`src/hw/rtl/huffman_code_bit_packer_defines.svh`:
```
// Assertion macros shared by the code bit packer RTL.
`ifndef HUFFMAN_CODE_BIT_PACKER_DEFINES_SVH
`define HUFFMAN_CODE_BIT_PACKER_DEFINES_SVH

// Checks that a condition holds at every clock edge outside reset.
`define HCBP_ASSERT_ALWAYS(name, cond, msg) \
  name: assert property (@(posedge clk_i) disable iff (!rst_ni) (cond)) else $error(msg);

// Checks that a condition implies another at the same clock edge.
`define HCBP_ASSERT_IMPLY(name, ante, cons, msg) \
  name: assert property (@(posedge clk_i) disable iff (!rst_ni) (ante) |-> (cons)) \
    else $error(msg);

`endif

```
`src/hw/rtl/hcbp_pkg.sv`:
```
// Types and constants shared by the code bit packer modules.
`default_nettype none

package hcbp_pkg;

  localparam int unsigned ENTRY_W     = 32;
  localparam int unsigned LEN_W       = 6;
  localparam int unsigned BYTE_W      = 8;
  localparam int unsigned SYM_W       = 8;
  localparam int unsigned WORD_W      = ENTRY_W + BYTE_W;
  localparam int unsigned QUEUE_DEPTH = 2;

  localparam logic STATUS_OK      = 1'b0;
  localparam logic STATUS_NO_CODE = 1'b1;

  typedef enum logic [1:0] {
    CMD_LOAD   = 2'd0,
    CMD_ENCODE = 2'd1,
    CMD_FLUSH  = 2'd2
  } cmd_e;

  typedef enum logic [1:0] {
    JOB_ENCODE = 2'd0,
    JOB_FLUSH  = 2'd1,
    JOB_ERROR  = 2'd2
  } job_kind_e;

  typedef struct packed {
    logic [1:0]         cmd;
    logic [SYM_W-1:0]   symbol;
    logic [ENTRY_W-1:0] code_bits;
    logic [LEN_W-1:0]   code_length;
  } in_item_t;

  typedef struct packed {
    logic [BYTE_W-1:0] out_byte;
    logic              last;
    logic              status;
  } out_item_t;

  typedef struct packed {
    job_kind_e          kind;
    logic [ENTRY_W-1:0] code;
    logic [LEN_W-1:0]   len;
  } job_t;

endpackage

`default_nettype wire

```
`src/hw/rtl/hcbp_back.sv`:
```
// Back end: appends codes to the pending bit word and emits whole bytes, one per cycle while not stalled.
`default_nettype none

module hcbp_back (
  input  wire logic           clk_i,
  input  wire logic           rst_ni,
  input  wire hcbp_pkg::job_t job_i,
  input  wire logic           empty_i,
  output logic                pop_o,
  output hcbp_pkg::out_item_t out_item_o,
  output logic                out_valid_o,
  input  wire logic           out_ready_i
);

  import hcbp_pkg::*;

  localparam logic [LEN_W-1:0] BYTE_N  = LEN_W'(BYTE_W);
  localparam logic [LEN_W-1:0] TWO_N   = LEN_W'(2 * BYTE_W);
  localparam logic [LEN_W-1:0] WORD_N  = LEN_W'(WORD_W);

  logic [WORD_W-1:0] word_q, word_d;
  logic [LEN_W-1:0]  rem_q, rem_d;
  logic              out_valid_q, out_valid_d;
  out_item_t         item_q, item_d;
  logic              slot;
  logic [LEN_W-1:0]  sh;
  logic [LEN_W-1:0]  total;
  logic [WORD_W-1:0] merged;

  assign slot   = !out_valid_q || out_ready_i;
  assign sh     = WORD_N - rem_q - job_i.len;
  assign total  = rem_q + job_i.len;
  assign merged = word_q | (WORD_W'(job_i.code) << sh);

  always_comb begin
    word_d      = word_q;
    rem_d       = rem_q;
    pop_o       = 1'b0;
    out_valid_d = out_valid_q && !out_ready_i;
    item_d      = item_q;
    if (slot) begin
      if (rem_q >= BYTE_N) begin
        out_valid_d     = 1'b1;
        item_d.out_byte = word_q[WORD_W-1 -: BYTE_W];
        item_d.last     = rem_q < TWO_N;
        item_d.status   = STATUS_OK;
        word_d          = word_q << BYTE_W;
        rem_d           = rem_q - BYTE_N;
      end else if (!empty_i) begin
        pop_o = 1'b1;
        unique case (job_i.kind)
          JOB_ENCODE: begin
            word_d = merged;
            rem_d  = total;
            if (total >= BYTE_N) begin
              out_valid_d     = 1'b1;
              item_d.out_byte = merged[WORD_W-1 -: BYTE_W];
              item_d.last     = total < TWO_N;
              item_d.status   = STATUS_OK;
              word_d          = merged << BYTE_W;
              rem_d           = total - BYTE_N;
            end
          end
          JOB_FLUSH: begin
            if (rem_q != '0) begin
              out_valid_d     = 1'b1;
              item_d.out_byte = word_q[WORD_W-1 -: BYTE_W];
              item_d.last     = 1'b1;
              item_d.status   = STATUS_OK;
            end
            word_d = '0;
            rem_d  = '0;
          end
          JOB_ERROR: begin
            out_valid_d     = 1'b1;
            item_d.out_byte = '0;
            item_d.last     = 1'b1;
            item_d.status   = STATUS_NO_CODE;
          end
          default: begin
          end
        endcase
      end
    end
  end

  always_ff @(posedge clk_i or negedge rst_ni) begin
    if (!rst_ni) begin
      word_q      <= '0;
      rem_q       <= '0;
      out_valid_q <= 1'b0;
    end else begin
      word_q      <= word_d;
      rem_q       <= rem_d;
      out_valid_q <= out_valid_d;
    end
  end

  always_ff @(posedge clk_i) begin
    item_q <= item_d;
  end

  assign out_item_o  = item_q;
  assign out_valid_o = out_valid_q;

endmodule

`default_nettype wire

```
`config.mk`:
```
export PLATFORM = sky130hd
export DESIGN_NAME = hcbp_back
export DESIGN_NICKNAME = d
export VERILOG_FILES = /design/src/hw/rtl/huffman_code_bit_packer_defines.svh /design/src/hw/rtl/hcbp_pkg.sv /design/src/hw/rtl/hcbp_back.sv
export SDC_FILE = /design/constraint.sdc
export NUM_CORES = 1
export LEC_CHECK = 0
export BUFFER_PORTS_ARGS = -buffer_cell sky130_fd_sc_hd__clkbuf_2
export CAP_MARGIN = 20
export CORE_MARGIN = 2
export CORE_UTILIZATION = 50
export DETAILED_ROUTE_END_ITERATION = 12
export GPL_TIMING_DRIVEN = 0
export HOLD_SLACK_MARGIN = 0.06
export PLACE_DENSITY = 0.76
export SYNTH_ARGS = -nofsm -noshare
export SYNTH_HDL_FRONTEND = slang
export SYNTH_SLANG_ARGS = --single-unit
```
`constraint.sdc`:
```
create_clock -name clk_i -period 8.2 [get_ports clk_i]
set_input_delay 0.82 -clock clk_i [delete_from_list [all_inputs] [get_ports clk_i]]
set_output_delay 0.82 -clock clk_i [all_outputs]
set_load 0.03 [all_outputs]
```
==> reports/qor.csv <==
metric,value,unit
outcome,finished clean,
grt_pass1_wl,31600,µm
antenna_left,0,
setup_viol,0,
cts_tree,built,
coreArea,0.0110,mm²
tns,0,ps
port_buffers,55,
htreeDepth,3,
synthCells,623,
rsz0062_at_grt,no,
die_h,111,µm
async_flop_share,0.825,
path_clk_slew,60,ps
grt_max_degree,34,
ys_seq_elements,57,
reg2reg_depth,13,
setup.worst_path.end_class,flip-flop,
area_growth,13.2,%
grt-ovfl-total,0,
synth_flop_cell,dfrtp_1,
wl_per_cell,23.9,µm
postCtsSetupBuffers,0,
clock-skew-final,8.67,ps
die_area,0.0123,mm²
cap_violations,0,
nNetsFinal,757,
fin_crit,4500,ps
io_pins,56,
diodes,0,
clock_sinks,57,
nFillCells,979,
ctsResizeCount,0,
relSlewSlack,0.300,
crit_arrival,4680,ps
min_period_over_period,0.549,
dp_hpwl,15200,µm
start_util,0.519,
reg2reg_slack,3880,ps
clock.fmax,222,MHz
timing.critical_path.to,word_q[19]$_DFFE_PN0P_,
clk_path_buf_depth,2,
root_buffer,clkbuf_16,
via_per_inst,6.87,
fp.dieW,111,µm
path_max_fanout,10,
first_pass_iters,5,
drt-initial-drc-count,697,
clk_latency,340,ps
r2r_start,rem_q[1]$_DFFE_PN0P_,
synth_cell_types,74,
synth-seq-area-share,0.259,
worst_slew_pin_slew,1040,ps
drive_above_1_share,0.214,
finalMaxSlewViolations,0,
cts_buffers,9,
ys_warn_count,0,
wl,20000,µm
avgSynthCellArea,9.14,µm²
synth-edff-count,10,
startpoint,job_i[1],
drc,0,
worstReg2RegEnd,word_q[19]$_DFFE_PN0P_,
cp-start-kind,input pin,
rows,38,
first_global_vias,5671,
netlist_area,0.00570,mm²
cts_hold_buffers,0,
worstPathRequired,8380,ps
finalHoldViolCount,0,
gp_congestion,1.06,
vias,5741,
grtUsageTotal,0.331,
hold_path.class,input pin to asynchronous set/reset pin,
antenna_found_initial,0,
syn_nets,689,
path_class,input pin to flip-flop,
==> worst min path at each step <==
| stage | from | end | slack, ps | depth (start not counted) |
|---|---|---|---|---|
| floorplan | word_q[1]$_DFFE_PN0P_ | word_q[1]$_DFFE_PN0P_ | 460 | 2 |
| global placement | word_q[2]$_DFFE_PN0P_ | word_q[2]$_DFFE_PN0P_ | 480 | 2 |
| detailed placement | word_q[3]$_DFFE_PN0P_ | word_q[3]$_DFFE_PN0P_ | 490 | 2 |
| CTS | rst_ni | rem_q[1]$_DFFE_PN0P_ | 430 | 1 |
| global route | rst_ni | rem_q[2]$_DFFE_PN0P_ | 450 | 1 |
| finish | rst_ni | rem_q[2]$_DFFE_PN0P_ | 430 | 1 |
==> registers in the layout, indices dropped and copies added (netlist names) <==
register     count
word_q          40
out_item_o      10
rem_q            6
out_valid_o      1
==> cells in the final DEF, fill, tap and decap left out, drive strengths merged, types with 7 or more instances in the layout <==
cell type / Yosys / routed
o21ai: 34 / 34
nand2: 56 / 56
a21oi: 55 / 55
a221oi: 9 / 9
and3: 9 / 9
nor2: 58 / 58
a22o: 7 / 7
mux2i: 49 / 49
nor3: 24 / 24
nand3: 18 / 18
ha: 18 / 18
mux2: 13 / 13
edfxtp: 10 / 10
a31oi: 9 / 9
buf: 23 / 25
mux4: 32 / 32
inv: 20 / 20
a211oi: 9 / 9
clkbuf: 23 / 94
o22a: 8 / 8
dfrtp: 47 / 47
==> layer usage <==
layer  part of all wire  track usage
met4              0.038        0.148
met5                  0            0
met2               0.46        0.517
met1               0.40        0.440
met3              0.094       0.0771
==> worst max-delay path, stage by stage <==
cell and delay (ps):
clkbuf_2 110, ha_1 230, fa_1 360, a31oi_1 270
xnor2_1 210, inv_1 100, ha_1 210, nand3_1 60
o211ai_1 220, o21ai_1 890, clkbuf_1 640, a21oi_1 280
a21oi_1 190, a21oi_1 80
==> layout make-up <==
| type | count | area, µm² | share of cell area |
|---|---|---|---|
| clock buffer | 16 | 272 | 0.0421 |
| inverter | 20 | 75.1 | 0.0116 |
| buffer | 46 | 231 | 0.0359 |
| sequential | 57 | 1480 | 0.229 |
| multi-input combinational | 500 | 3910 | 0.607 |
| tap | 140 | 175 | 0.0272 |
| timing repair buffer | 57 | 303 | 0.0470 |
==> synthesized netlist by cell type (16+ instances only) <==
cell | n | share of area
ha_1 | 18 | 0.040
dfrtp_1 | 47 | 0.21
buf_2 | 16 | 0.014
a21oi_1 | 54 | 0.047
mux2i_1 | 49 | 0.086
nand3_1 | 18 | 0.016
mux4_2 | 32 | 0.13
clkbuf_1 | 23 | 0.015
inv_1 | 20 | 0.013
nor3_1 | 22 | 0.019
nor2_1 | 57 | 0.038
nand2_1 | 56 | 0.037
o21ai_1 | 18 | 0.016
==> logic make-up (layout without fill, tap and decap cells) <==
kind of cell               count (synthesis)  count (layout)  share of synthesized area
and+or+nand+nor                          189             189                      0.153
AOI/OAI and AO/OA                        186             186                      0.221
muxes                                     94              94                      0.239
buffers and inverters                     66             139                     0.0538
DFF                                       57              57                      0.259
adders and majority gates                 22              22                     0.0536
xor gates and xnor gates                   9               9                     0.0211
==> through the flow <==
stage | area (µm²) | util | std cells | setup slack, ps | hold slack, ps
final | 6440 | 0.587 | 836 | 3700 | 433
after global routing | 6440 | 0.587 | 836 | 3500 | 450
after CTS | 6440 | 0.587 | 836 | 3840 | 430
after detailed placement | 6170 | 0.562 | 820 | 3490 | 491
after global placement | 6150 | 0.560 | 818 | 3510 | 481
after floorplan | 5700 | - | 623 | 4370 | 462
Power is left out: the tool's default activity adds up to more than one toggle a clock period on the data nets, which glitch-free logic cannot reach.
