$ cat config.mk
export PLATFORM = sky130hd
export DESIGN_NAME = hcbp_queue
export DESIGN_NICKNAME = d
export VERILOG_FILES = /design/src/hw/rtl/huffman_code_bit_packer_defines.svh /design/src/hw/rtl/hcbp_pkg.sv /design/src/hw/rtl/hcbp_queue.sv
export SDC_FILE = /design/constraint.sdc
export NUM_CORES = 1
export LEC_CHECK = 0
export ABC_AREA = 1
export BUFFER_PORTS_ARGS = -buffer_cell sky130_fd_sc_hd__buf_4
export CORE_ASPECT_RATIO = 1.2
export CORE_UTILIZATION = 57
export CTS_BUF_LIST = sky130_fd_sc_hd__clkbuf_4 sky130_fd_sc_hd__clkbuf_8
export CTS_CLUSTER_SIZE = 24
export DETAILED_ROUTE_END_ITERATION = 16
export PLACE_DENSITY = 0.84
export SYNTH_ARGS = -nofsm -noshare
export SYNTH_HDL_FRONTEND = slang
export SYNTH_SLANG_ARGS = --single-unit
$ cat constraint.sdc
create_clock -name clk_i -period 5.6 [get_ports clk_i]
set_input_delay 0 -clock clk_i [delete_from_list [all_inputs] [get_ports clk_i]]
set_output_delay 0 -clock clk_i [all_outputs]
set_load 0.05 [all_outputs]
$ cat src/hw/rtl/huffman_code_bit_packer_defines.svh
// Assertion macros shared by the code bit packer RTL.
`ifndef HUFFMAN_CODE_BIT_PACKER_DEFINES_SVH
`define HUFFMAN_CODE_BIT_PACKER_DEFINES_SVH

// Checks that a condition holds at every clock edge outside reset.
`define HCBP_ASSERT_ALWAYS(name, cond, msg) \
  name: assert property (@(posedge clk_i) disable iff (!rst_ni) (cond)) else $error(msg);

// Checks that a condition implies another at the same clock edge.
`define HCBP_ASSERT_IMPLY(name, ante, cons, msg) \
  name: assert property (@(posedge clk_i) disable iff (!rst_ni) (ante) |-> (cons)) \
    else $error(msg);

`endif

$ cat src/hw/rtl/hcbp_pkg.sv
// Types and constants shared by the code bit packer modules.
`default_nettype none

package hcbp_pkg;

  localparam int unsigned ENTRY_W     = 32;
  localparam int unsigned LEN_W       = 6;
  localparam int unsigned BYTE_W      = 8;
  localparam int unsigned SYM_W       = 8;
  localparam int unsigned WORD_W      = ENTRY_W + BYTE_W;
  localparam int unsigned QUEUE_DEPTH = 2;

  localparam logic STATUS_OK      = 1'b0;
  localparam logic STATUS_NO_CODE = 1'b1;

  typedef enum logic [1:0] {
    CMD_LOAD   = 2'd0,
    CMD_ENCODE = 2'd1,
    CMD_FLUSH  = 2'd2
  } cmd_e;

  typedef enum logic [1:0] {
    JOB_ENCODE = 2'd0,
    JOB_FLUSH  = 2'd1,
    JOB_ERROR  = 2'd2
  } job_kind_e;

  typedef struct packed {
    logic [1:0]         cmd;
    logic [SYM_W-1:0]   symbol;
    logic [ENTRY_W-1:0] code_bits;
    logic [LEN_W-1:0]   code_length;
  } in_item_t;

  typedef struct packed {
    logic [BYTE_W-1:0] out_byte;
    logic              last;
    logic              status;
  } out_item_t;

  typedef struct packed {
    job_kind_e          kind;
    logic [ENTRY_W-1:0] code;
    logic [LEN_W-1:0]   len;
  } job_t;

endpackage

`default_nettype wire

$ cat src/hw/rtl/hcbp_queue.sv
// Short job queue between the front end and the bit packing back end.
`default_nettype none

module hcbp_queue (
  input  wire logic           clk_i,
  input  wire logic           rst_ni,
  input  wire logic           push_i,
  input  wire hcbp_pkg::job_t job_i,
  output logic                full_o,
  input  wire logic           pop_i,
  output hcbp_pkg::job_t      job_o,
  output logic                empty_o
);

  import hcbp_pkg::*;

  localparam int unsigned PW = $clog2(QUEUE_DEPTH);
  localparam int unsigned CW = $clog2(QUEUE_DEPTH + 1);

  job_t          mem_q [QUEUE_DEPTH];
  logic [PW-1:0] wr_ptr_q;
  logic [PW-1:0] rd_ptr_q;
  logic [CW-1:0] cnt_q;

  assign full_o  = cnt_q == CW'(QUEUE_DEPTH);
  assign empty_o = cnt_q == '0;
  assign job_o   = mem_q[rd_ptr_q];

  always_ff @(posedge clk_i) begin
    if (push_i) begin
      mem_q[wr_ptr_q] <= job_i;
    end
  end

  always_ff @(posedge clk_i or negedge rst_ni) begin
    if (!rst_ni) begin
      wr_ptr_q <= '0;
      rd_ptr_q <= '0;
      cnt_q    <= '0;
    end else begin
      if (push_i) begin
        wr_ptr_q <= wr_ptr_q + PW'(1);
      end
      if (pop_i) begin
        rd_ptr_q <= rd_ptr_q + PW'(1);
      end
      if (push_i && !pop_i) begin
        cnt_q <= cnt_q + CW'(1);
      end else if (pop_i && !push_i) begin
        cnt_q <= cnt_q - CW'(1);
      end
    end
  end

endmodule

`default_nettype wire

==> results.md, run 1 <==
- Status: finished, final reports clean
- Max-cap violations: 0
- Detailed-route wire length per cell: 15.9 µm
- Worst Skew: 0.00813 ns
- Placed inst area: between 0.003 and 0.004 mm²
- Post-cts repair resize count: 0
- Final WS setup: 3.44 ns
- Drt total wl: 5.64 mm
- Nets: 332
- Syn nets: 195
- Net Sw Frac: 40.1%
- Setup crit start kind: register
- Number of antenna diodes: 0
- Final setup vio count: 0
- Gr usage total: 20.6%
- Routed vias: 1759
- Max Clk Rate: approximately 0.46 GHz
- Skew-Pair Late Insertion Delay: 0.34 ns
- Gp weighted congestion: 0.753
- CP Capture Type: primary output
- Die H: 85.3 µm
- H-Tree Depth: 3
- Layout cell share with drive strength beyond 1: 49.7%
- Met1 Usage GRT: 22.5%
- TritonCTS clock tree: done
- RSZ-0062 raised after global routing: no
- Post-CTS Setup Repair Bufs: 0
- Crit path max fanout: 21
- Post-layout min period: 2.16 ns
- Post-route ant nets: 0
- Core area: ~0.0054 mm²
- CP required: 5.60 ns
- Gate power share: 45.8%
- NetSw: slightly below 1 mW
- Leakage: roughly 1.9 nW
- Cell Count, Final, Fillers Out: 354
- CTS Buffer Depth: 2
- Num ports: between 80 and 90
- Setup TNS: 0 ns
- Cell Rows: 29
- Initial antenna violation count: 0
- Met3 usage: 4.39%
- Avg Cell Area, Syn: approximately 22 µm²
- DRC errors left: 0
- Worst slew pin tran: 1.14 ns
- Most common cell after layout, fill and taps aside: buf_4
- DIE AREA: 0.00609 mm²
- Int Power: between 1 and 1.5 mW
- Chip width: 71.4 µm
- Met2 usage: 36.2%
- First-pass GRT wire length: 8.90 mm
- Commonest non-fill, non-tap cells in the layout: buf_4 (87), edfxtp_1 (80), dlygate4sd3_1 (44)
- CTS Hold Bufs: 44
- Worst vdd ir: 0.350 mV
- Clk sinks: between 80 and 90
- Yosys warns: 0
- Synth-to-layout area growth: 38.6%
- Final Max Slew Viols: 0
- Post-route clock period utilization: 38.5%
- Yosys top cell area share: approximately 73%
- Area leader, netlist: edfxtp_1
- Distinct cells, synth: 14
- Arr. time, crit path: between 2 and 2.5 ns
- Seq/Total Area, Yosys: between 70 and 80%
- Place WS: 3.75 ns
- Mapped Cells: 150
- Largest net degree at the start of global routing: 41
- Gr ovfl total: 0
- Min-delay worst type: in2reg
- Inst Count DP: around 290
- Share of power burned in registers: 38.1%
- Power share of the clock group: 16.1%
- Slew HR: between 20% and 30%
- CTS Buf Count: 9
- Number of synthesized register bits: 84
- Synth Cell Area: 0.00330 mm²
- Critical path type: reg2out
- PD cells: 526 mW/mm²
- Initial Util: 60.6%
- Top cells by area, synth: edfxtp_1 (73%), mux2_4 (18%), dfrtp_1 (3.0%)
- Worst-path clk slew: 0.09 ns
- Design Area, Final: 0.00457 mm²
- GR peak layer: met2
- Iter 0 DRT Violations: 84
- Root buffer cell: clkbuf_8
- Post-DR vias/cell: just under 5
- Final hold vios: 0
- Port Buffer Count: 85
- Vias in the first global route: 1904
- DRT Pass-1 Iters: 4
- Hpwl dp: 3.30 mm
==> synthesized netlist by cell type <==
| master | instances |
|---|---|
| nand4_1 | 1 |
| nor2_1 | 3 |
| buf_12 | 4 |
| nand2_1 | 5 |
| nand3_1 | 1 |
| edfxtp_1 | 80 |
| dfrtp_1 | 4 |
| mux2_2 | 1 |
| ha_1 | 1 |
| mux2_4 | 39 |
| xor2_1 | 2 |
| buf_6 | 1 |
| inv_1 | 7 |
| xnor2_1 | 1 |
==> power by group through the flow <==
stage | Clock [mW] | Sequential (mW) | Combinational, mW
finish | 0.386 | 0.915 | 1.10
global route | 0.423 | 0.929 | 1.14
CTS | 0.391 | 0.917 | 1.11
detailed placement | 0 | 0.930 | 1.08
global placement | 0 | 0.922 | 1.07
floorplan | 0 | 0.881 | 0.918
==> worst max-delay path: stages (launching register included) <==
cell	delay [ns]
dfrtp_2	0.78
buf_4	0.46
mux2_2	0.38
buf_4	0.19
==> metal layers <==
layer / vias up / routed length (µm)
met1: 844 / 2150
li1: 842 / -
met3: 13 / 218
met4: 0 / 167
met5: - / 0
met2: 60 / 3100
==> cells by family (layout without fill, tap and decap cells) <==
kind of cell / after synthesis / count (layout) / share of synthesized area (%)
fa+ha+maj: 1 / 1 / 0.379
mux: 40 / 40 / 18.1
simple gates: 10 / 10 / 1.25
buf+inv: 12 / 154 / 3.57
flops: 84 / 84 / 75.9
xor+xnor: 3 / 3 / 0.797
==> metrics by stage <==
step                util (%)  hold slack [ns]  power [mW]
detailed placement      72.5           -0.198        2.01
global placement        72.5           -0.200        2.00
global route            83.9            0.366        2.50
CTS                     83.9            0.363        2.42
finish                  83.9            0.384        2.40
floorplan                  -           -0.296        1.80
==> final timing paths <==
check / from / cells after the start / endpoint / slack (ns)
setup / recovery: rd_ptr_q$_DFFE_PN0P_ / 3 / job_o[19] / 3.44
hold / removal: job_i[16] / 2 / mem_q[1][16]$_DFFE_PP_ / 0.38
setup reg to reg: wr_ptr_q$_DFFE_PN0P_ / 3 / mem_q[1][28]$_DFFE_PP_ / 3.79
hold reg to reg: cnt_q[1]$_DFFE_PN0P_ / 2 / cnt_q[1]$_DFFE_PN0P_ / 0.53
max in group asynchronous: rst_ni / 3 / rd_ptr_q$_DFFE_PN0P_ / 4.81
min in group asynchronous: rst_ni / 3 / rd_ptr_q$_DFFE_PN0P_ / 0.58
==> registers in the layout (all words and copies together), names as in the netlist <==
register / flops
wr_ptr_q: 1
rd_ptr_q: 1
mem_q: 80
cnt_q: 2
==> cell type report <==
type | instances | area, µm²
tap | 62 | 77.6
multi-input combinational | 54 | 684
clock inverter | 5 | 37.5
inverter | 7 | 26.3
clock buffer | 11 | 145
fill | 262 | 875
sequential | 84 | 2500
timing repair buffer | 131 | 1090
Note: power is estimated with default switching activity, not from simulation.
==> run 2: changes to the inputs <==
--- a/config.mk
+++ b/config.mk
@@ -5,14 +5,14 @@
 export SDC_FILE = /design/constraint.sdc
 export NUM_CORES = 1
 export LEC_CHECK = 0
-export ABC_AREA = 1
+export ABC_AREA = 0
 export BUFFER_PORTS_ARGS = -buffer_cell sky130_fd_sc_hd__buf_4
 export CORE_ASPECT_RATIO = 1.2
-export CORE_UTILIZATION = 57
+export CORE_UTILIZATION = 49
 export CTS_BUF_LIST = sky130_fd_sc_hd__clkbuf_4 sky130_fd_sc_hd__clkbuf_8
 export CTS_CLUSTER_SIZE = 24
 export DETAILED_ROUTE_END_ITERATION = 16
-export PLACE_DENSITY = 0.84
+export PLACE_DENSITY = 0.77
 export SYNTH_ARGS = -nofsm -noshare
 export SYNTH_HDL_FRONTEND = slang
 export SYNTH_SLANG_ARGS = --single-unit
==> constraint.sdc (replaced) <==
create_clock -name clk_i -period 1.8 [get_ports clk_i]
set_input_delay 0 -clock clk_i [delete_from_list [all_inputs] [get_ports clk_i]]
set_output_delay 0 -clock clk_i [all_outputs]
set_load 0.05 [all_outputs]
==> run 2 against run 1 <==
  * Largest power group unchanged
  * Clock skew rose by 0.0026 ns
  * Critical path depth unchanged
  * Power rose to 3.2 times the previous value
  * Final cell count grew 5.1%
  * Wire length shrank 3.0%
  * Worst setup slack worse by 3.2 ns
  * Combinational power rose to 3.3 times the previous value
  * Sequential cell count did not move
  * Synthesized cell count fell by 6.0%
  * Register-to-register slack lost 3.2 ns
==> results.md, run 2 <==
- Status: finished, final reports clean
- Slowest cell on the critical path: dfrtp_2
- Avg Cell Area, Syn: 23.2 µm² (+5.7%)
- DRC errors left: 0 (unchanged)
- Reg-to-reg setup timing slack: 0.55 ns (-3.24 ns)
- DRT Pass-1 Iters: 4 (unchanged)
- Largest register FFs: 80 (unchanged)
- RR Endpoint: mem_q[1][19]$_DFFE_PP_
- Final setup vio count: 0 (unchanged)
- Gr ovfl total: 0 (unchanged)
- Gp weighted congestion: 0.663 (-12%)
- Post-synthesis compound-gate area fraction: 0% (unchanged)
- First-pass GRT wire length: 8.57 mm (-3.7%)
- Distinct cells, synth: 13 (-1)
- Num ports: 86 (unchanged)
- CTS Hold Bufs: 44 (unchanged)
- Drt total wl: 5.47 mm (-3.0%)
- Register area: 0.00250 mm² (unchanged)
- Yosys top cell area share: 73.3% (+0.45 points)
- DIE AREA: 0.00702 mm² (+15%)
- Synth-to-layout area growth: 42.4%
- Layout cell share with drive strength beyond 1: 51.9% (+2.3 points)
- Crit path max fanout: 19 (-9.5%)
- TritonCTS clock tree: done
- Core area: 0.00645 mm² (+18%)
- Vias in the first global route: 1810 (-4.9%)
- Cell Rows: 32 (+10%)
- Number of synthesized register bits: 84 (unchanged)
- Chip width: 76.7 µm (+7.3%)
- CTS Buffer Depth: 2 (unchanged)
- Fraction of synthesized area in multiplexers: 18.2% (+0.11 points)
- Nets: 327 (-1.5%)
- Max-cap violations: 0 (unchanged)
- Number of antenna diodes: 0 (unchanged)
- Most common cell after layout, fill and taps aside: buf_4
- Slew HR: 77.3% (+54 points)
- Yosys warns: 0 (unchanged)
- Gr usage total: 16.5% (-4.0 points)
- Final hold vios: 0 (unchanged)
- Detailed-route wire length per cell: 14.7 µm (-7.7%)
- EDFF count, synth: 80 (unchanged)
- Post-Synth XOR/XNOR Area: 1.34% (+0.54 points)
- Hpwl dp: 3.34 mm (+1.1%)
- Initial Util: 50.8% (-9.7 points)
- Post-cts repair resize count: 0 (unchanged)
- Fraction of registers with async set/reset: 4.76% (unchanged)
- Post-route clock period utilization: 88.5%
- Max Clk Rate: 0.628 GHz
- Met1 Usage GRT: 18.2% (-4.3 points)
- Post-route ant nets: 0 (unchanged)
- Most frequent cell after synthesis: edfxtp_1
- Post-DR vias/cell: 4.61 (-7.2%)
- Min-delay worst type: in2reg
- Mapped Cells: 141 (-6.0%)
- Met3 usage: 2.91% (-1.5 points)
- Biggest register: mem_q
- Skew-Pair Late Insertion Delay: 0.34 ns (about the same)
- Syn nets: 186 (-4.6%)
- Seq/Total Area, Yosys: 76.4% (+0.46 points)
- Worst Skew: 0.0108 ns (+0.00263 ns)
- Post-CTS Setup Repair Bufs: 0 (unchanged)
- Top Registers: mem_q: 80 flops, cnt_q: 2 flops
- Top_reg_cell synth: edfxtp_1
- Final Max Slew Viols: 0 (unchanged)
- Cell Count, Final, Fillers Out: 372 (+5.1%)
- FF-to-FF Start: wr_ptr_q$_DFFE_PN0P_
- Worst vdd ir: 1.10 mV (+210%)
- Simple-Gate Fraction of Synth Area: 0.802% (-0.45 points)
- Initial antenna violation count: 0 (unchanged)
- Synth Cell Area: 0.00328 mm² (-0.61%)
- Clk sinks: 84 (unchanged)
- Worst min-delay path endpoint: mem_q[1][24]$_DFFE_PP_
- Adder-Cell Fraction of Synth Area: 0.382% (+0.0023 points)
- Port Buffer Count: 85 (unchanged)
- Hold Crit Start: job_i[24]
- Root buffer cell: clkbuf_8
- CTS Buf Count: 9 (unchanged)
- RSZ-0062 raised after global routing: no
- Worst-path clk slew: 0.08 ns (about the same)
- Inst Count DP: 312 (+6.1%)
- Setup TNS: 0 ns (unchanged)
- Die H: 91.6 µm (+7.3%)
- # fillers: 391 (+49%)
- Commonest non-fill, non-tap cells in the layout: buf_4 (89), edfxtp_1 (80), dlygate4sd3_1 (44)
- Final core utilization: 72.4% (-12 points)
- GR peak layer: met2
- Power share of the clock group: 18.0% (+1.9 points)
- Top cells by area, synth: edfxtp_1 (73%), mux2_4 (18%), dfrtp_1 (3.1%)
- Met2 usage: 30.3% (-5.9 points)
- Share of power burned in registers: 35.6% (-2.5 points)
- CP Capture Type: primary output
- Net Sw Frac: 38.5% (-1.6 points)
- Iter 0 DRT Violations: 35 (-58%)
- H-Tree Depth: 3 (unchanged)
- Area leader, netlist: edfxtp_1
- Worst slew pin tran: 0.340 ns (-0.802 ns)
- R2R depth: 2 (-1)
- Largest net degree at the start of global routing: 25 (-39%)
- Gate power share: 46.3% (+0.5 points)
- Most frequent cells after synthesis: edfxtp_1 (80), mux2_4 (39), buf_12 (4), dfrtp_1 (4), xor2_1 (4)
- NetSw: 3.00 mW (+210%)
- Critical path type: reg2out
- Int Power: 4.79 mW (+230%)
- CP required: 1.80 ns (-3.80 ns)
- Slowest stage delay, CP: 0.51 ns (-0.27 ns)
- Routed vias: 1715 (-2.5%)
- Arr. time, crit path: 1.59 ns (-0.57 ns)
- Crit-path cells: buf_12 > mux2_4 > buf_4
- Leakage: 1.90 nW (+1.5%)
- PD cells: 1670 mW/mm² (+220%)
- Largest family of logic cells by synthesized area: multiplexers
- Post-layout min period: 1.59 ns
- Worst hold stages: 2 (unchanged)
- Setup crit start kind: register
- Multi-input gate area: 688 µm² (+0.55%)
run 2: changes by cell type in the layout (fill, tap and decap cells not counted), sizes merged, moves of 2 or more:
cell,change
xor2,+2
buf,+4
clkbuf,-2
nor2b,+2
nand2,-5
clkinvlp,-2
bufinv,+2
inv,-5
run 2: worst max-delay path by stage:
stage,startpoint,endpoint,slack (ns)
finish,rd_ptr_q$_DFFE_PN0P_,job_o[33],0.21
global route,rd_ptr_q$_DFFE_PN0P_,job_o[3],0.16
CTS,rd_ptr_q$_DFFE_PN0P_,job_o[15],0.19
detailed placement,wr_ptr_q$_DFFE_PN0P_,mem_q[1][8]$_DFFE_PP_,0.54
global placement,wr_ptr_q$_DFFE_PN0P_,mem_q[1][31]$_DFFE_PP_,0.57
floorplan,wr_ptr_q$_DFFE_PN0P_,mem_q[1][0]$_DFFE_PP_,0.0001
run 2: cells by family (layout without fill, tap and decap cells):
kind of cell,after synthesis,count (layout)
xor gates and xnor gates,5,5
adders and majority gates,1,1
buffers and inverters,6,152
DFF,84,84
muxes,40,40
and+or+nand+nor,5,5
run 2: per-stage QoR:
step                setup slack [ns]  power, mW  hold slack [ns]  instance area (µm²)
CTS                            0.187       7.84            0.368                 4670
global placement               0.567       6.32           -0.198                 4010
finish                         0.207       7.78            0.379                 4670
detailed placement             0.543       6.36           -0.199                 4010
global route                   0.160       8.05            0.377                 4670
floorplan                   0.000102       5.59           -0.296                 3280
run 2: critical path, delay by kind of cell (launching register included):
kind     cells  cell delay (ns)
flops        1             0.51
buf+inv      2             0.42
mux          1             0.32
run 2: layer usage:
metal	share of wire, %	vias up
li1	-	828
met5	0	-
met2	55	49
met3	3.2	6
met4	1.2	0
met1	40	832
run 2: area by class of cell:
| type | count | share of cell area, % |
|---|---|---|
| inverter | 1 | 0.0805 |
| clock inverter | 7 | 1.96 |
| sequential | 84 | 53.7 |
| tap | 85 | 2.28 |
| timing repair buffer | 135 | 24.6 |
| clock buffer | 9 | 2.65 |
| multi-input combinational | 51 | 14.7 |
run 2: power groups by stage:
| stage | Combinational [mW] | Clock [mW] | Sequential (mW) |
|---|---|---|---|
| after floorplan | 2.85 | 0 | 2.74 |
| after global placement | 3.53 | 0 | 2.79 |
| after detailed placement | 3.55 | 0 | 2.81 |
| after CTS | 3.64 | 1.44 | 2.77 |
| after global routing | 3.74 | 1.50 | 2.81 |
| final | 3.61 | 1.40 | 2.77 |
